### src/hw/rtl/erc_pkg.sv
// ----------------------------------------------------------------------------
// erc_pkg
// Shared types and constants for the Ethernet/IPv4 receive classifier:
// protocol constants, verdict and drop reason codes, beat and result records.
// ----------------------------------------------------------------------------
package erc_pkg;

  // Default frame length limit; the byte counter saturates here
  localparam int MAX_FRAME_DEF = 2048;

  // Header geometry
  localparam int ETH_LEN    = 14;
  localparam int IP_HDR_LEN = 20;
  localparam int MAC_LEN    = 6;
  localparam int ETYPE_HI   = 12;
  localparam int ETYPE_LO   = 13;

  // Byte offsets inside the IPv4 header
  localparam logic [4:0] OFF_VER_IHL  = 5'd0;
  localparam logic [4:0] OFF_TOT_HI   = 5'd2;
  localparam logic [4:0] OFF_TOT_LO   = 5'd3;
  localparam logic [4:0] OFF_FRAG_HI  = 5'd6;
  localparam logic [4:0] OFF_PROTOCOL = 5'd9;

  // Protocol constants
  localparam logic [15:0] ETYPE_ARP   = 16'h0806;
  localparam logic [15:0] ETYPE_IPV4  = 16'h0800;
  localparam logic [3:0]  IPVERSION   = 4'd4;
  localparam logic [3:0]  IP_IHL_MIN  = 4'(IP_HDR_LEN / 4);
  localparam logic [15:0] IP_MF       = 16'h2000;
  localparam logic [15:0] CSUM_GOOD   = 16'hFFFF;
  localparam logic [7:0]  PROTO_ICMP  = 8'd1;
  localparam logic [7:0]  PROTO_TCP   = 8'd6;
  localparam logic [7:0]  PROTO_UDP   = 8'd17;

  typedef enum logic [1:0] {
    VERDICT_DROP      = 2'd0,
    VERDICT_ARP       = 2'd1,
    VERDICT_ICMP      = 2'd2,
    VERDICT_TRANSPORT = 2'd3
  } verdict_t;

  typedef enum logic [2:0] {
    REASON_NONE      = 3'd0,
    REASON_SHORT_ETH = 3'd1,
    REASON_NOT_IP    = 3'd2,
    REASON_SHORT_IP  = 3'd3,
    REASON_CSUM      = 3'd4,
    REASON_UNSUPP    = 3'd5,
    REASON_TRUNC     = 3'd6,
    REASON_PROTOCOL  = 3'd7
  } reason_t;

  // One received byte with its sideband
  typedef struct packed {
    logic [7:0] data;
    logic       last;
    logic       csum_ok;
  } beat_t;

  // Classification result; verdict sits in the low bits
  typedef struct packed {
    logic [10:0] payload_length;
    logic [7:0]  ip_protocol;
    reason_t     drop_reason;
    verdict_t    verdict;
  } result_t;

endpackage

### src/hw/rtl/erc_in_stage.sv
// ----------------------------------------------------------------------------
// erc_in_stage
// Input register for frame bytes. Holds one beat and releases it to the
// parser unless it is a last byte whose result cannot yet be stored.
// ----------------------------------------------------------------------------
module erc_in_stage (
  input  logic          clk,
  input  logic          rst_n,
  input  logic          in_tvalid,
  output logic          in_tready,
  input  logic [7:0]    in_tdata,
  input  logic          in_tlast,
  input  logic          in_tuser,
  input  logic          res_free,
  output logic          beat_take,
  output erc_pkg::beat_t beat
);
  import erc_pkg::*;

  logic  valid_r;
  beat_t beat_r;

  // Release the held beat when the result side has room for its verdict
  assign beat_take = valid_r && (!beat_r.last || res_free);
  assign in_tready = !valid_r || beat_take;
  assign beat      = beat_r;

  // Valid flag
  always_ff @(posedge clk) begin
    if (!rst_n) begin
      valid_r <= 1'b0;
    end else if (in_tvalid && in_tready) begin
      valid_r <= 1'b1;
    end else if (beat_take) begin
      valid_r <= 1'b0;
    end
  end

  // Payload capture
  always_ff @(posedge clk) begin
    if (in_tvalid && in_tready) begin
      beat_r.data    <= in_tdata;
      beat_r.last    <= in_tlast;
      beat_r.csum_ok <= in_tuser;
    end
  end

endmodule

### src/hw/rtl/erc_parser.sv
// ----------------------------------------------------------------------------
// erc_parser
// Per-frame header state and classification. Each released byte updates the
// Ethernet and IPv4 header fields and the running header checksum; on the
// last byte the verdict is formed from the updated fields and the state
// returns to its start-of-frame values.
// ----------------------------------------------------------------------------
module erc_parser #(
  parameter int MAX_FRAME = erc_pkg::MAX_FRAME_DEF
) (
  input  logic            clk,
  input  logic            rst_n,
  input  logic            cfg_we,
  input  logic [47:0]     cfg_wdata,
  input  logic            beat_take,
  input  erc_pkg::beat_t  beat,
  output erc_pkg::result_t result
);
  import erc_pkg::*;

  localparam int CNT_W = $clog2(MAX_FRAME + 1);

  logic [47:0]      mac_r;
  logic [CNT_W-1:0] cnt_r, cnt_nxt;
  logic [15:0]      etype_r, etype_nxt;
  logic             mac_match_r, mac_match_nxt;
  logic [7:0]       ver_ihl_r, ver_ihl_nxt;
  logic [7:0]       frag_r, frag_nxt;
  logic [15:0]      tot_len_r, tot_len_nxt;
  logic [7:0]       proto_r, proto_nxt;
  logic [15:0]      csum_r, csum_nxt;
  logic [7:0]       hold_r, hold_nxt;
  logic             skip_r, skip_nxt;

  logic [7:0]       want;
  logic [4:0]       off;
  logic [16:0]      sum;
  logic [16:0]      tot_lim;

  // Parse the byte at the current position
  always_comb begin
    cnt_nxt       = cnt_r;
    etype_nxt     = etype_r;
    mac_match_nxt = mac_match_r;
    ver_ihl_nxt   = ver_ihl_r;
    frag_nxt      = frag_r;
    tot_len_nxt   = tot_len_r;
    proto_nxt     = proto_r;
    csum_nxt      = csum_r;
    hold_nxt      = hold_r;
    skip_nxt      = (cnt_r == '0) ? beat.csum_ok : skip_r;
    off           = 5'(cnt_r - CNT_W'(ETH_LEN));
    sum           = {1'b0, csum_r} + {1'b0, hold_r, beat.data};

    // Destination MAC byte, first on the wire is most significant
    case (cnt_r[2:0])
      3'd0:    want = mac_r[47:40];
      3'd1:    want = mac_r[39:32];
      3'd2:    want = mac_r[31:24];
      3'd3:    want = mac_r[23:16];
      3'd4:    want = mac_r[15:8];
      default: want = mac_r[7:0];
    endcase

    if (cnt_r < CNT_W'(MAX_FRAME)) begin
      cnt_nxt = cnt_r + CNT_W'(1);

      // Ethernet header
      if (cnt_r < CNT_W'(MAC_LEN)) begin
        if (want != beat.data) begin
          mac_match_nxt = 1'b0;
        end
      end else if (cnt_r == CNT_W'(ETYPE_HI)) begin
        etype_nxt = {beat.data, 8'h00};
      end else if (cnt_r == CNT_W'(ETYPE_LO)) begin
        etype_nxt = {etype_r[15:8], beat.data};
      end

      // IPv4 header: fields and ones'-complement sum with end-around carry
      if (cnt_r >= CNT_W'(ETH_LEN) && cnt_r < CNT_W'(ETH_LEN + IP_HDR_LEN)) begin
        if (!off[0]) begin
          hold_nxt = beat.data;
        end else begin
          csum_nxt = sum[15:0] + 16'(sum[16]);
        end
        case (off)
          OFF_VER_IHL:  ver_ihl_nxt = beat.data;
          OFF_TOT_HI:   tot_len_nxt = {beat.data, 8'h00};
          OFF_TOT_LO:   tot_len_nxt = {tot_len_r[15:8], beat.data};
          OFF_FRAG_HI:  frag_nxt    = beat.data;
          OFF_PROTOCOL: proto_nxt   = beat.data;
          default:      ;
        endcase
      end
    end
  end

  // Classify the frame from the updated header state
  always_comb begin
    result.verdict        = VERDICT_DROP;
    result.drop_reason    = REASON_NONE;
    result.ip_protocol    = '0;
    result.payload_length = '0;
    tot_lim               = 17'(cnt_nxt) - 17'(ETH_LEN);

    if (cnt_nxt < CNT_W'(ETH_LEN)) begin
      result.drop_reason = REASON_SHORT_ETH;
    end else if (etype_nxt == ETYPE_ARP) begin
      result.verdict = VERDICT_ARP;
    end else if (etype_nxt != ETYPE_IPV4 || !mac_match_nxt) begin
      result.drop_reason = REASON_NOT_IP;
    end else if (cnt_nxt < CNT_W'(ETH_LEN + IP_HDR_LEN)) begin
      result.drop_reason = REASON_SHORT_IP;
    end else begin
      result.ip_protocol = proto_nxt;
      if (!skip_nxt && csum_nxt != CSUM_GOOD) begin
        result.drop_reason = REASON_CSUM;
      end else if (ver_ihl_nxt[7:4] != IPVERSION || ver_ihl_nxt[3:0] != IP_IHL_MIN ||
                   (frag_nxt & IP_MF[15:8]) != 8'h00) begin
        result.drop_reason = REASON_UNSUPP;
      end else if (tot_len_nxt < 16'(IP_HDR_LEN) || {1'b0, tot_len_nxt} > tot_lim) begin
        // total length minus header must fit in the bytes after the header
        result.drop_reason = REASON_TRUNC;
      end else begin
        result.payload_length = 11'(tot_len_nxt - 16'(IP_HDR_LEN));
        if (proto_nxt == PROTO_ICMP) begin
          result.verdict = VERDICT_ICMP;
        end else if (proto_nxt == PROTO_UDP || proto_nxt == PROTO_TCP) begin
          result.verdict = VERDICT_TRANSPORT;
        end else begin
          result.drop_reason = REASON_PROTOCOL;
        end
      end
    end
  end

  // Station address register
  always_ff @(posedge clk) begin
    if (!rst_n) begin
      mac_r <= '0;
    end else if (cfg_we) begin
      mac_r <= cfg_wdata;
    end
  end

  // Frame state: advance per byte, clear after the last byte
  always_ff @(posedge clk) begin
    if (!rst_n || (beat_take && beat.last)) begin
      cnt_r       <= '0;
      etype_r     <= '0;
      mac_match_r <= 1'b1;
      ver_ihl_r   <= '0;
      frag_r      <= '0;
      tot_len_r   <= '0;
      proto_r     <= '0;
      csum_r      <= '0;
      hold_r      <= '0;
      skip_r      <= 1'b0;
    end else if (beat_take) begin
      cnt_r       <= cnt_nxt;
      etype_r     <= etype_nxt;
      mac_match_r <= mac_match_nxt;
      ver_ihl_r   <= ver_ihl_nxt;
      frag_r      <= frag_nxt;
      tot_len_r   <= tot_len_nxt;
      proto_r     <= proto_nxt;
      csum_r      <= csum_nxt;
      hold_r      <= hold_nxt;
      skip_r      <= skip_nxt;
    end
  end

endmodule

### src/hw/rtl/erc_out_stage.sv
// ----------------------------------------------------------------------------
// erc_out_stage
// Result register. Loads one verdict per frame and holds it until the
// downstream side takes it.
// ----------------------------------------------------------------------------
module erc_out_stage (
  input  logic             clk,
  input  logic             rst_n,
  input  logic             load,
  input  erc_pkg::result_t result,
  output logic             res_free,
  output logic             out_tvalid,
  input  logic             out_tready,
  output logic [23:0]      out_tdata
);
  import erc_pkg::*;

  logic    valid_r;
  result_t res_r;

  assign res_free   = !valid_r || out_tready;
  assign out_tvalid = valid_r;
  assign out_tdata  = res_r;

  // Valid flag
  always_ff @(posedge clk) begin
    if (!rst_n) begin
      valid_r <= 1'b0;
    end else if (load) begin
      valid_r <= 1'b1;
    end else if (out_tready) begin
      valid_r <= 1'b0;
    end
  end

  // Result capture
  always_ff @(posedge clk) begin
    if (load) begin
      res_r <= result;
    end
  end

endmodule

### src/hw/rtl/eth_ipv4_rx_classifier.sv
// ----------------------------------------------------------------------------
// eth_ipv4_rx_classifier
// Receive-side Ethernet/IPv4 frame classifier: one verdict per frame.
//
//   channel  dir  beat content (low bit first)
//   in_*     in   tdata: data_byte; tlast: last_byte; tuser: csum_verified
//   out_*    out  tdata: verdict, drop_reason, ip_protocol, payload_length
//   cfg_*    in   wdata: station_mac, written when cfg_we is high
//
// One byte per clock cycle unless a last byte waits on a stalled result. The
// last byte of a frame passes from the input register through the header
// logic, which forms the result, into the result register.
// Synchronous active-low reset clears all frame state and station_mac.
// A stalled result holds up the input only when a further last byte is
// waiting; other bytes keep flowing.
// ----------------------------------------------------------------------------
module eth_ipv4_rx_classifier #(
  parameter int MAX_FRAME = erc_pkg::MAX_FRAME_DEF
) (
  input  logic        clk,
  input  logic        rst_n,
  input  logic        in_tvalid,
  output logic        in_tready,
  input  logic [7:0]  in_tdata,   // [7:0] data_byte
  input  logic        in_tlast,
  input  logic        in_tuser,   // [0] csum_verified
  output logic        out_tvalid,
  input  logic        out_tready,
  output logic [23:0] out_tdata,  // [1:0] verdict, [4:2] drop_reason,
                                  // [12:5] ip_protocol, [23:13] payload_length
  input  logic        cfg_we,
  input  logic [47:0] cfg_wdata
);
  import erc_pkg::*;

  logic    res_free;
  logic    beat_take;
  beat_t   beat;
  result_t result;

  // Input register
  erc_in_stage u_in (
    .clk       (clk),
    .rst_n     (rst_n),
    .in_tvalid (in_tvalid),
    .in_tready (in_tready),
    .in_tdata  (in_tdata),
    .in_tlast  (in_tlast),
    .in_tuser  (in_tuser),
    .res_free  (res_free),
    .beat_take (beat_take),
    .beat      (beat)
  );

  // Header parse and classification
  erc_parser #(
    .MAX_FRAME (MAX_FRAME)
  ) u_parser (
    .clk       (clk),
    .rst_n     (rst_n),
    .cfg_we    (cfg_we),
    .cfg_wdata (cfg_wdata),
    .beat_take (beat_take),
    .beat      (beat),
    .result    (result)
  );

  // Result register
  erc_out_stage u_out (
    .clk        (clk),
    .rst_n      (rst_n),
    .load       (beat_take && beat.last),
    .result     (result),
    .res_free   (res_free),
    .out_tvalid (out_tvalid),
    .out_tready (out_tready),
    .out_tdata  (out_tdata)
  );

endmodule

### config.mk
export PLATFORM = sky130hd
export DESIGN_NAME = eth_ipv4_rx_classifier
export DESIGN_NICKNAME = d
export VERILOG_FILES = /design/src/hw/rtl/erc_pkg.sv /design/src/hw/rtl/erc_in_stage.sv /design/src/hw/rtl/erc_parser.sv /design/src/hw/rtl/erc_out_stage.sv /design/src/hw/rtl/eth_ipv4_rx_classifier.sv
export SDC_FILE = /design/constraint.sdc
export NUM_CORES = 1
export LEC_CHECK = 0
export BUFFER_PORTS_ARGS = -buffer_cell sky130_fd_sc_hd__buf_2
export CELL_PAD_IN_SITES_DETAIL_PLACEMENT = 0
export CELL_PAD_IN_SITES_GLOBAL_PLACEMENT = 1
export CORE_UTILIZATION = 50
export DETAILED_ROUTE_END_ITERATION = 10
export PLACE_DENSITY = 0.88
export SYNTH_ARGS = -nofsm -noshare
export SYNTH_HDL_FRONTEND = slang
export SYNTH_SLANG_ARGS = --single-unit
export TNS_END_PERCENT = 5
### constraint.sdc
create_clock -name clk -period 12.43 [get_ports clk]
set_input_delay 1.243 -clock clk [delete_from_list [all_inputs] [get_ports clk]]
set_output_delay 1.243 -clock clk [all_outputs]
set_load 0.01 [all_outputs]
Yosys cells after proc, flatten, opt, wreduce, memory -nomap -nowiden
Cells that the tools add are included.
{"block": "totals", "out_inout_bits": 26, "inputBits": 63, "reg_bits": 176, "wordCells": 133}
{"block": "classes", "add_sub_neg": 6, "order_cmp": 8, "mux": 45, "bitwise": 1, "n_reduce_logical": 30, "n_eq_ne": 19}
{"op": "2-to-1 mux 16 bit", "n": 8}
{"op": "2-to-1 mux 8 bit", "n": 7}
{"op": "one-hot mux 8 bit (5 select lines)", "n": 1}
{"op": "one-hot mux 16 bit (2 select lines)", "n": 1}
{"op": "== test 12 x 4 -> 1 bit (second input constant)", "n": 2}
{"op": "less-than comparator 12 x 6 -> 1 bit (second input constant)", "n": 2}
{"op": "2-to-1 mux 6 bit", "n": 3}
{"op": "adder 16 x 16 -> 17 bit", "n": 1}
{"op": "> comparator 16 x 17 -> 1 bit", "n": 1}
{"op": "adder 16 x 1 -> 16 bit", "n": 1}
{"op": "== test 16 x 12 -> 1 bit (second input constant)", "n": 1}
{"op": "less-than comparator 16 x 5 -> 1 bit (second input constant)", "n": 1}
{"op": "!= test 16 x 12 -> 1 bit (second input constant)", "n": 1}
{"op": "!= test 16 bit (second input constant)", "n": 1}
{"op": "2-to-1 mux 1 bit", "n": 15}
{"op": "2-to-1 mux 3 bit", "n": 5}
{"op": "subtractor 12 x 4 -> 13 bit (second input constant)", "n": 1}
{"op": "adder 12 x 1 -> 12 bit (second input constant)", "n": 1}
{"op": ">= comparator 12 x 4 -> 1 bit (second input constant)", "n": 1}
{"op": "logical NOT 12 bit", "n": 1}
{"op": "less-than comparator 12 bit (second input constant)", "n": 1}
{"op": "less-than comparator 12 x 3 -> 1 bit (second input constant)", "n": 1}
{"op": "less-than comparator 12 x 4 -> 1 bit (second input constant)", "n": 1}
{"op": "2-to-1 mux 12 bit", "n": 1}
{"op": "25 further kinds", "n": 50}

Depth between registers and ports, before layout
Gate-level depths: netlist of the first run.
{"block": "depth", "depth_word": 15, "ltp_mapped": 24, "ltp_nobuf": 22}

Cells and area by module
A second synthesis of the first run with hierarchy kept.
{"block": "unflattened", "hier_cells": 1100, "area_unflattened_um2": 9839.4}
{"mod": "erc_parser", "area_per_inst_um2": 8688.3, "n_inst": 1, "cells_each": 1054, "seq_area_each_um2": 2702.6}
{"mod": "erc_out_stage", "area_per_inst_um2": 769.5, "n_inst": 1, "cells_each": 28, "seq_area_each_um2": 740.7}
{"mod": "erc_in_stage", "area_per_inst_um2": 375.4, "n_inst": 1, "cells_each": 17, "seq_area_each_um2": 320.3}
{"mod": "eth_ipv4_rx_classifier", "area_per_inst_um2": 6.3, "n_inst": 1, "cells_each": 1, "seq_area_each_um2": 0.0}

Worst setup path after synthesis of the first run
OpenSTA, ideal clock, no wires.
{"block": "synth_timing", "path_kind": "register to register", "from": "reg u_in.beat_r, in the netlist u_in.beat[3]", "to": "reg u_out.res_r, in the netlist u_out.out_tdata[22] (data pin)", "n_path_buf": 2, "path_stages_with_launch": 24, "path_slack_ns": 7.110, "arrival_time_ns": 5.182, "setup_ns": 0.138, "path_cell_list": "edfxtp_1 -> clkbuf_1 -> inv_1 -> fa_1 -> nand2b_1 -> a21boi_4 -> o22ai_1 -> nand2b_1 -> a21oi_1 -> a21o_1 -> a21o_1 -> ha_1 -> ha_1 -> o2111ai_1 -> a21oi_1 -> nor3b_1 -> xnor2_1 -> or4_1 -> o41a_1 -> a2111oi_4 -> a21oi_2 -> or4_4 -> buf_6 -> nor2_1"}
{"block": "synth_between", "elab_chain_len": 8, "elab_cells_between_ends": 33, "cone_classes": "3 x add/sub; 2 x order compare; 5 x eq/ne; 16 x mux; 7 x reduce/logical"}
{"item": "from (decl)", "line_no": "erc_in_stage.sv:21", "source": "beat_t beat_r;"}
{"item": "adder 16 x 16 -> 17 bit", "line_no": "erc_parser.sv:53", "source": "sum = {1'b0, csum_r} + {1'b0, hold_r, beat.data};"}
{"item": "adder 16 x 1 -> 16 bit", "line_no": "erc_parser.sv:84", "source": "csum_nxt = sum[15:0] + 16'(sum[16]);"}
{"item": "2-to-1 mux 16 bit", "line_no": "erc_parser.sv:81", "source": "if (!off[0]) begin"}
{"item": "2-to-1 mux 16 bit", "line_no": "erc_parser.sv:80", "source": "if (cnt_r >= CNT_W'(ETH_LEN) && cnt_r < CNT_W'(ETH_LEN + IP_HDR_LEN)) begin"}
{"item": "2-to-1 mux 16 bit", "line_no": "erc_parser.sv:65", "source": "if (cnt_r < CNT_W'(MAX_FRAME)) begin"}
{"item": "!= test 16 bit", "line_no": "erc_parser.sv:116", "source": "if (!skip_nxt && csum_nxt != CSUM_GOOD) begin"}
{"item": "logical AND 1 bit", "line_no": "erc_parser.sv:116"}
{"item": "OR reduction 7 bit (no line)"}
{"item": "to (signal assigned)", "line_no": "erc_out_stage.sv:39", "source": "res_r <= result;"}
{"item": "to (decl)", "line_no": "erc_out_stage.sv:19", "source": "result_t res_r;"}
Parallel ways exist; a longest one is shown, timed or not.
A chain may end at the register's enable or synchronous reset.

Worst setup path in the final report of the first run
{"block": "layout_timing", "from": "reg u_in.beat_r, in the netlist u_in.beat[2]", "to": "reg u_out.res_r, in the netlist u_out.out_tdata[23] (data pin)"}
The elaborated chain is that of the path after synthesis.

==> results of run 1 <==
==> final timing paths <==
check,slack [ns],start,end,cells after the start
setup / recovery,6.24,u_in.beat[2],u_out.out_tdata[23],22
hold / removal,0.46,u_parser.mac_match_r,u_parser.mac_match_r,1
setup reg to reg,6.24,u_in.beat[2],u_out.out_tdata[23],22
hold reg to reg,0.46,u_parser.mac_match_r,u_parser.mac_match_r,1
==> per-stage QoR <==
stage	cells	setup WS, ns	area [sq um]	hold WS (ns)
detailed placement	1432	6.353	10580	0.4485
global placement	1432	6.477	10580	0.4391
global route	1464	5.831	11160	0.4802
floorplan	1137	7.110	10020	0.4268
finish	1464	6.241	11160	0.4625
CTS	1464	6.297	11160	0.4587
==> cells by family after synthesis <==
| family | after synthesis | share of synthesized area, % |
|---|---|---|
| compound gates | 252 | 17.99 |
| xor+xnor | 51 | 4.535 |
| fa+ha+maj | 45 | 5.696 |
| buf+inv | 97 | 3.885 |
| flops | 171 | 37.58 |
| mux | 83 | 8.357 |
| simple gates | 438 | 21.96 |
==> cell type report <==
cell class              count  area share [%]
clock inverters            13           1.154
multi-input cells         869           52.54
clock buffers              19           4.068
inverters                  30           1.009
flip-flops and latches    171           33.71
well taps                 265           2.970
repair buffers             97           4.550
==> report_power, final <==
part / internal, mW / switching, mW / total [mW]
Sequential: 0.582 / 0.0145 / 0.596
Combinational: 0.0505 / 0.0736 / 0.124
Clock: 0.293 / 0.236 / 0.529
==> registers in the layout (all words and copies together) (netlist names) <==
signal	flops
u_parser.mac_r	48
u_out.out_tdata	24
u_parser.csum_r	16
u_parser.etype_r	16
u_parser.tot_len_r	16
u_parser.cnt_r	12
u_in.beat	10
u_parser.hold_r	8
u_parser.proto_r	8
u_parser.ver_ihl_r	8
u_in.valid_r	1
u_out.out_tvalid	1
u_parser.frag_r	1
u_parser.mac_match_r	1
u_parser.skip_r	1
==> routing by layer <==
metal  wire length, microns  vias up
li1                       -     4234
met1                  11970     4032
met2                  11760      265
met3                   1172       32
met4                    443        0
met5                      0        -
==> placed cells by master (no fill, tap or decap), drive strengths merged, types with 34 or more instances in the layout <==
cell	instances
buf	97
nor2	147
dfxtp	137
inv	38
mux2i	78
ha	44
a21oi	70
nand2	76
nor2b	54
edfxtp	34
==> cell usage after synthesis (4+ instances only) <==
library cell and n:
and2_1 7, nor4b_1 4, nor2b_1 54, nand3b_1 4
o2111ai_1 5, o21a_1 12, inv_1 30, xor2_1 21
buf_2 5, nand4_1 18, a21boi_0 4, nand2b_1 10
nor3b_1 4, o211ai_1 5, mux2i_1 78, nand2_1 76
a31o_2 4, dfxtp_1 137, a222oi_1 8, mux2_2 5
a21oi_1 68, a22o_1 10, a32oi_1 7, or3_1 8
and4_1 5, nor4_1 13, or4_1 8, xnor2_1 29
and3_1 10, nor3_1 26, a21o_1 15, buf_1 7
ha_1 44, nand3_1 29, o21ai_0 22, or2_2 4
clkbuf_1 52, a22oi_1 14, a31oi_1 7, edfxtp_1 34
a211oi_1 29, nor2_1 144
==> metrics.md, run 1 <==
| Metric | Value |
|---|---|
| Status | completed |
| Starting Density | 51.29% |
| Post-route ant nets | 0 |
| Vias in the first global route | 7919 |
| Clock Sinks | 171 |
| Syn. warnings | 0 |
| First-pass GRT wire length | just over 40000 microns |
| Final hold vios | 0 |
| Critical Path Fanout Max | 12 |
| Fmax | between 150 and 200 MHz |
| Setup CP Type | reg2reg |
| Netlist cell types | 82 |
| Syn avg cell area | 8.809 sq um |
| Class of the worst hold path | reg2reg |
| Diode count | 0 |
| Inserted Clock Buffers | 17 |
| Syn Std Cell Area | between 0.01 and 0.015 sq mm |
| Post-synth EDFFs | 34 |
| Largest net degree at the start of global routing | approximately 80 |
| Slew margin rel. | between 20 and 25% |
| Area contributors post-synth | dfxtp_1, edfxtp_1, mux2i_1, ha_1, nor2_1 |
| Cell Chain, Critical Path | ha_1, inv_1, fa_1, nand2b_1, a21boi_4, o22ai_1, nand2b_1, a21oi_1, a21o_1, a21o_1, ha_1, nor2b_1, and2_1, nand3_1, o311ai_0, a211oi_1, xor2_1, o41a_1, a2111oi_4, a21oi_2, or4_4, nor3_1 |
| Vias | 8563 |
| Final Core Density | 57.18% |
| Post-CTS resize count | 0 |
| Critical path required time | 12.70 ns |
| First DRT Iteration DRCs | 776 |
| Number of fill cells in the layout | around 1.8k |
| Share of cells above drive strength 1 | 13.09% |
| I/O pin count | 89 |
| Power per cell area | around 110 mW/mm^2 |
| Worst Skew | slightly above 0.009 ns |
| Slew @ Worst Pin | 1.195 ns |
| Max_cap viols | 0 |
| Worst-Skew Late Latency | 0.43 ns |
| Grt met3 use | 4.432% |
| CTS H-Tree Depth | 4 |
| Post-CTS Setup Inserts | 0 |
| Die Wd | ~140 microns |
| Initial antenna violation count | 0 |
| Leakage Power | 4.526 nW |
| Peak VDD IR | 0.0001032 V |
| TritonRoute pass-1 iters | 5 |
| Synth area leader | dfxtp_1 |
| Worst Path Arrival | around 6.5 ns |
| Total power | roughly 1.2 mW |
| Slowest CP cell | edfxtp_1 |
| Hpwl dp | 18100 microns |
| CTS Hold Buffers Added | 0 |
| Pins Over Slew Limit | 0 |
| Crit end category | flop |
| Tot GR Track Use | 25.42% |
| Critical Path Source Type | flop |
| Buf/Inv on CP | 1 |
| Die Y | 143.5 microns |
| Unrepaired setup endpoints after global routing | no |
| Total negative setup slack | 0 ns |
| CTS tree | built |
| Via density per instance | 5.849 |
| Crit path max-delay family | compound AO/OA/AOI/OAI gates |
| CORE AREA | ~0.020 sq mm |
| Crit-path max cell delay | 0.62 ns |
| Post-Route WL | roughly 25000 microns |
| Die area | 0.02060 sq mm |
| Synth Instances | 1137 |
| DRC errors left | 0 |
| Register area | roughly 0.0038 sq mm |
| Synth-to-Final Area Change | 11.47% |
| Synth Register Bits | 171 |
| Clk root buf | clkbuf_16 |
| Syn_nets | 1245 |
| Area of the multi-input gates | 0.005866 sq mm |
| Num rows | 51 |
| GRT busiest layer | met2 |
| Final min period | approximately 6.2 ns |
| RD Place Congestion | 0.9036 |
| GRT met2 Usage | between 40% and 50% |
| Tcrit/Tclk final | 49.79% |
| IO Port Bufs | slightly below 90 |
| Top FF cell, synth | dfxtp_1 |
| Met1 usage in global routing | 34.11% |
| Average wire per standard cell | ~17 microns |
| CTS clk-pin slew, worst paths | ~0.07 ns |
| Post-synth top area share | 27.38% |
| Grt total ovfl | 0 |
| Final setup viols | 0 |
| Async set or reset register ratio after synthesis | 0% |
| Nets | 1294 |
| Sequential share of the synthesized area | 37.58% |
| Maximum clock path buffer count | 2 |
Power figures use the tool's default switching activity.
==> inputs of run 2 (changes only) <==
CORE_UTILIZATION = 42   (was 50)
PLACE_DENSITY = 0.79   (was 0.88)
clock period = 5.3 ns   (was 12.43 ns; I/O delays follow)
==> run 2 against run 1 <==
Flip-flop and latch count did not move. Core utilization fell by 7.3 points. Clock power rose to 2.6 times the previous value. Register-to-register slack worse by 6.0 ns. Clock skew is 0.0012 ns higher. Non-clock buffer count up 37. Final cell count is 6.3% higher. Via count increased by 1.8%. Global-route usage down 3.1 points. Combinational power rose to 2.6 times the previous value. First-iteration DRC count shrank 20%. Total power is 150% higher. Critical path type unchanged. Critical endpoint unchanged. Largest cell class unchanged.
==> metrics.md, run 2 (same netlist as run 1, synthesis figures left out) <==
| Metric | Value |
|---|---|
| Max_cap viols | 0 |
| Slew margin rel. | 28.58% |
| Grt total ovfl | 0 |
| DRC errors left | 0 |
| Cell Chain, Critical Path | ha_2, inv_1, fa_2, nand2b_4, a21boi_4, o22ai_1, nand2b_1, a21oi_2, a21o_1, a21o_1, ha_1, ha_1, o2111ai_1, a21oi_2, nor3b_2, xnor2_1, or4_1, o41a_1, a2111oi_4, a21oi_2, or4_4, nor3_2 |
| Tcrit/Tclk final | 95.67% |
| Peak VDD IR | 0.0002082 V |
| Via density per instance | 5.603 |
| GRT busiest layer | met2 |
| Top reg by flops | u_parser.mac_r |
| Worst-Skew Late Latency | about 0.44 ns |
| Maximum clock path buffer count | 2 |
| Vias | 8718 |
| RD Place Congestion | 0.9008 |
| Critical Path Source Type | flop |
| Die area | 0.02447 sq mm |
| Inserted Clock Buffers | 17 |
| First DRT Iteration DRCs | 621 |
| GRT met2 Usage | a little over a third |
| Most common cell after layout, fill and taps aside | nor2_1 |
| Post-route ant nets | 0 |
| Starting Density | 42.80% |
| Worst Path Arrival | 5.36 ns |
| Power per cell area | 263.3 mW/mm^2 |
| Diode count | 0 |
| Critical Path Fanout Max | 6 |
| Crit-path max cell delay | 0.49 ns |
| Slew @ Worst Pin | 1.066 ns |
| Class of the worst hold path | in2reg |
| Pins Over Slew Limit | 0 |
| Die Wd | 156.4 microns |
| Most frequent cells in the layout | nor2_1, dfxtp_1, buf_2 |
| I/O pin count | 89 |
| Layout Cells excl Fill | 1556 |
| Fmax | 197.2 MHz |
| Average wire per standard cell | 17.05 microns |
| Clock Sinks | 171 |
| CTS clk-pin slew, worst paths | around 0.07 ns |
| CTS tree | built |
| Hpwl dp | 19290 microns |
| CTS Hold Buffers Added | 0 |
| Max reg flops | 48 |
| Slowest CP cell | o41a_1 |
| Post-Route WL | roughly 27000 microns |
| Final setup viols | 0 |
| Synth-to-Final Area Change | 16.43% |
| Die Y | 156.4 microns |
| Leakage Power | between 4 and 5 nW |
| CORE AREA | 0.02340 sq mm |
| Initial antenna violation count | 0 |
| Status | completed |
| First-pass GRT wire length | 42900 microns |
| Clk root buf | clkbuf_16 |
| Setup CP Type | reg2reg |
| Num rows | between 50 and 60 |
| Share of cells above drive strength 1 | 17.14% |
| Final Core Density | 49.83% |
| Critical path required time | roughly 5.6 ns |
| Worst Skew | 0.01045 ns |
| Final hold vios | 0 |
| Largest net degree at the start of global routing | 76 |
| Vias in the first global route | 8224 |
| IO Port Bufs | 88 |
| Tot GR Track Use | 22.35% |
| CTS H-Tree Depth | 4 |
| Dpl cells | 1521 |
| Met1 usage in global routing | between 30% and 40% |
| TritonRoute pass-1 iters | 5 |
| Final min period | 5.070 ns |
| Worst path most repeated cell | a21oi_2 |
| Nets | between 1k and 1.5k |
| Grt met3 use | 3.157% |
| Crit end category | flop |
run 2: cell types whose count changed in the layout (fill, tap and decap cells not counted), sizes merged:
cell    previous run  this run
buf               97       134
bufinv             1         3
clkbuf            19        17
clkinv             4         5
inv               38        37
or4                9        10
run 2: repair_timing:
action,in CTS,in global routing
gates resized for setup,2,15
gates cloned,0,1
pin swaps,0,4
buffers inserted,0,2
setup endpoints to repair,1,14
run 2: report_power, final:
part	leakage (nW)	internal [mW]	switching [mW]
clock network	0.317	0.771	0.593
logic	2.95	0.129	0.189
registers	1.47	1.36	0.0249
run 2: routing by layer:
metal	vias to the layer above	part of all wire, %
met1	4138	48
met3	32	4.1
li1	4315	-
met4	0	1.4
met5	-	0
met2	233	46
run 2: final timing paths:
kind	slack [ns]	endpoint	depth (start not counted)	from
worst max register to register	0.23	u_out.out_tdata[23]	22	u_in.beat[2]
worst max-delay path	0.23	u_out.out_tdata[23]	22	u_in.beat[2]
worst min-delay path	0.27	u_in.beat[0]	1	in_tuser
worst min register to register	0.46	u_parser.mac_match_r	1	u_parser.mac_match_r
run 2: layout make-up:
class                           count  area (sq um)
Fill cell                        2260         11740
Timing Repair Buffer              134         785.8
Sequential cell                   171          3764
Clock inverter                     15         225.2
Inverter                           30         112.6
Multi-Input combinational cell    870          5949
Tap cell                          319         399.1
Clock buffer                       17         425.4
run 2: critical path, delay by kind of cell, from the launching register on:
| kind | cells | cell delay (ns) |
|---|---|---|
| AO/OA/AOI/OAI | 10 | 1.81 |
| XOR/XNOR | 1 | 0.10 |
| adder cells (fa/ha/maj) | 4 | 0.88 |
| buffers and inverters | 1 | 0.05 |
| flip-flops | 1 | 0.37 |
| AND/OR/NAND/NOR | 6 | 1.70 |
run 2: per-stage QoR:
stage | power, mW | setup slack (ns) | TNS (ns) | hold WS, ns | area (sq um)
detailed placement | 1.728 | 0.02401 | 0 | 0.4407 | 10910
floorplan | 1.624 | 0.08997 | 0 | 0.4268 | 10020
global route | 3.186 | -0.01676 | -0.02125 | 0.2525 | 11660
global placement | 1.725 | 0.1329 | 0 | 0.4375 | 10910
finish | 3.071 | 0.2296 | 0 | 0.2689 | 11660
CTS | 3.087 | 0.03382 | 0 | 0.2554 | 11570
==> inputs of run 3 (changes only) <==
ABC_AREA = 1   (was default)
CORE_UTILIZATION = 47   (was 42)
PLACE_DENSITY = 0.88   (was 0.79)
clock period = 6.2 ns   (was 5.3 ns; I/O delays follow)
==> run 3 against run 2 <==
Combinational power grew 57%. Register-to-register slack gained 1.1 ns. Total power shrank 7.2%. Critical path type unchanged. Critical endpoint is now u_out.out_tdata[18]. Largest cell class unchanged. Largest power group unchanged.
==> metrics.md, run 3 <==
| Metric | Value |
|---|---|
| Post-CTS resize count | 0 |
| Post-synth top area share | 26.33% |
| Cells on worst reg2reg path | 31 |
| Post-Route WL | between 20000 and 30000 microns |
| Diode count | 0 |
| Synth area leader | dfxtp_1 |
| Class of the worst hold path | in2reg |
| Pre-CTS setup slack | 1.329 ns |
| Hold Crit Depth | 1 |
| CTS Hold Buffers Added | 0 |
| Total negative setup slack | 0 ns |
| Peak VDD IR | between 0.0001 and 0.00015 V |
| Num rows | 54 |
| Final Cell Area | about 0.012 sq mm |
| Clk root buf | clkbuf_16 |
| Share of cells above drive strength 1 | 13.12% |
| Fmax | 203.5 MHz |
| Most common cell after layout, fill and taps aside | nand2_1 |
| Die Wd | between 150 and 200 microns |
| Die area | ~0.023 sq mm |
| Synth Register Bits | 171 |
| Critical Path Fanout Max | 12 |
| Async set or reset register ratio after synthesis | 0% |
| Crit-path max cell delay | 0.58 ns |
| Final setup viols | 0 |
| Die Y | between 150 and 200 microns |
| Vias in the first global route | roughly 8.7k |
| Synth Instances | 1490 |
| Inserted Clock Buffers | 17 |
| Average wire per standard cell | between 10 and 15 microns |
| Post-synth EDFFs | 34 |
| I/O pin count | slightly below 90 |
| Critical path required time | ~6.5 ns |
| CTS clk-pin slew, worst paths | approximately 0.08 ns |
| First DRT Iteration DRCs | just over 700 |
| Status | completed |
| Syn Std Cell Area | 0.01042 sq mm |
| Crit end category | flop |
| Setup ws final | 1.285 ns |
| Pins Over Slew Limit | 0 |
| Placed inst area | 0.01100 sq mm |
| Power per cell area | 245.1 mW/mm^2 |
| Most frequent cells in the layout | nand2_1, inv_1, nor2_1 |
| Hold_sp | in_tdata[2] |
| Leakage Power | about 5.6 nW |
| Worst Path Arrival | between 5 and 6 ns |
| Tot GR Track Use | 25.25% |
| Critical Path Source Type | flop |
| Worst path most repeated cell | nand2_1 |
| Synth-to-Final Area Change | 11.65% |
| Unrepaired setup endpoints after global routing | no |
| Most frequent cell after synthesis | nand2_1 |
| Synth cell count leaders | nand2_1, inv_1, nor2_1, o21ai_0, dfxtp_1 |
| Tcrit/Tclk final | 79.27% |
| Vias | 9557 |
| TritonRoute pass-1 iters | 6 |
| Netlist cell types | 58 |
| Nets | 1658 |
| Worst Skew | roughly 0.012 ns |
| CTS H-Tree Depth | 4 |
| Syn avg cell area | between 6 and 7 sq um |
| CTS tree | built |
| IO Port Bufs | 88 |
| Slowest CP cell | fa_1 |
| Syn_nets | approximately 1.6k |
| Max_cap viols | 0 |
| Slew @ Worst Pin | about 1.2 ns |
| R2R Setup Slk | 1.29 ns |
| Critical R2R Capture | u_out.out_tdata[18] |
| Top reg by flops | u_parser.mac_r |
| Syn. warnings | 0 |
| DRC errors left | 0 |
| Max reg flops | 48 |
| Top FF cell, synth | dfxtp_1 |
| Post-CTS Setup Inserts | 0 |
| Final min period | 4.915 ns |
| Setup CP Type | reg2reg |
| Largest net degree at the start of global routing | between 80 and 90 |
| Grt total ovfl | 0 |
| Maximum clock path buffer count | 2 |
| Worst-Skew Late Latency | around 0.44 ns |
| Initial antenna violation count | 0 |
| Dpl cells | between 1.5k and 2k |
| CORE AREA | roughly 0.022 sq mm |
| RD Place Congestion | about 0.9 |
| Post-route ant nets | 0 |
| Area contributors post-synth | dfxtp_1, nand2_1, edfxtp_1, inv_1, o21ai_0 |
| Via density per instance | 5.186 |
| Worst R2R Start | u_in.beat[3] |
| Sequential share of the synthesized area | ~36% |
| Final hold vios | 0 |
| Starting Density | 47.88% |
| Layout Cells excl Fill | 1843 |
| Slew margin rel. | 22.60% |
| First-pass GRT wire length | around 45000 microns |
| Min-Delay Endpoint | u_in.beat[4] |
| Hpwl dp | 19820 microns |
| Clock Sinks | 171 |
[run 3: cell types whose count changed after synthesis, moves of 40 or more]
cell	previous run	this run
o21ai_0	22	156
a21oi_1	68	108
mux2i_1	78	0
nand2_1	76	292
inv_1	30	224
nor2b_1	54	0
[run 3: kinds of logic after synthesis]
kind of cell / count (synthesis) / share of synthesized area (%)
AND/OR/NAND/NOR: 619 / 26.64
AO/OA/AOI/OAI: 342 / 18.55
buffers and inverters: 289 / 11.00
flip-flops: 171 / 36.13
adder cells (fa/ha/maj): 45 / 5.478
XOR/XNOR: 24 / 2.198
[run 3: how the worst max path moves through the flow]
stage | end | slack, ns | cells after the start | from
after detailed placement | u_out.out_tdata[18] | 1.33 | 31 | u_in.beat[3]
after global placement | u_out.out_tdata[18] | 1.56 | 31 | u_in.beat[3]
after CTS | u_out.out_tdata[18] | 1.29 | 31 | u_in.beat[3]
after global routing | u_out.out_tdata[18] | 0.61 | 31 | u_in.beat[3]
after floorplan | u_out.out_tdata[20] | 2.41 | 32 | u_in.beat[3]
final | u_out.out_tdata[18] | 1.29 | 31 | u_in.beat[3]
[run 3: power breakdown]
group	internal (mW)	leakage, nW	switching, mW
logic	0.167	3.86	0.332
clock network	0.585	0.309	0.537
registers	1.20	1.45	0.0349
[run 3: worst max-delay path: cells and delay by family, from the launching register on]
kind | cells | cell delay [ns]
DFF | 1 | 0.36
buffers and inverters | 4 | 0.56
AOI/OAI and AO/OA | 3 | 0.53
and+or+nand+nor | 21 | 2.31
adders and majority gates | 3 | 0.97
[run 3: area by class of cell]
| class | instances | area [sq um] |
|---|---|---|
| Multi-Input combinational cell | 1030 | 5509 |
| Fill cell | 2183 | 10130 |
| Timing Repair Buffer | 92 | 470.5 |
| Clock buffer | 19 | 464.2 |
| Clock inverter | 13 | 166.4 |
| Sequential cell | 171 | 3764 |
| Inverter | 238 | 905.9 |
| Tap cell | 280 | 350.3 |
[run 3: through the flow]
step	util, %	hold slack (ns)	power, mW
CTS	53.46	0.3373	2.868
detailed placement	50.56	0.4487	1.750
global placement	50.56	0.4388	1.743
global route	53.46	0.3329	2.984
floorplan	-	0.4289	1.614
finish	53.46	0.3500	2.851
[run 3: per-layer routing]
layer	wire length, microns	global-route usage, %	vias to the layer above
li1	-	-	4968
met1	12930	34.13	4325
met2	13060	42.32	232
met3	1269	3.283	32
met4	350	6.450	0
met5	0	0	-
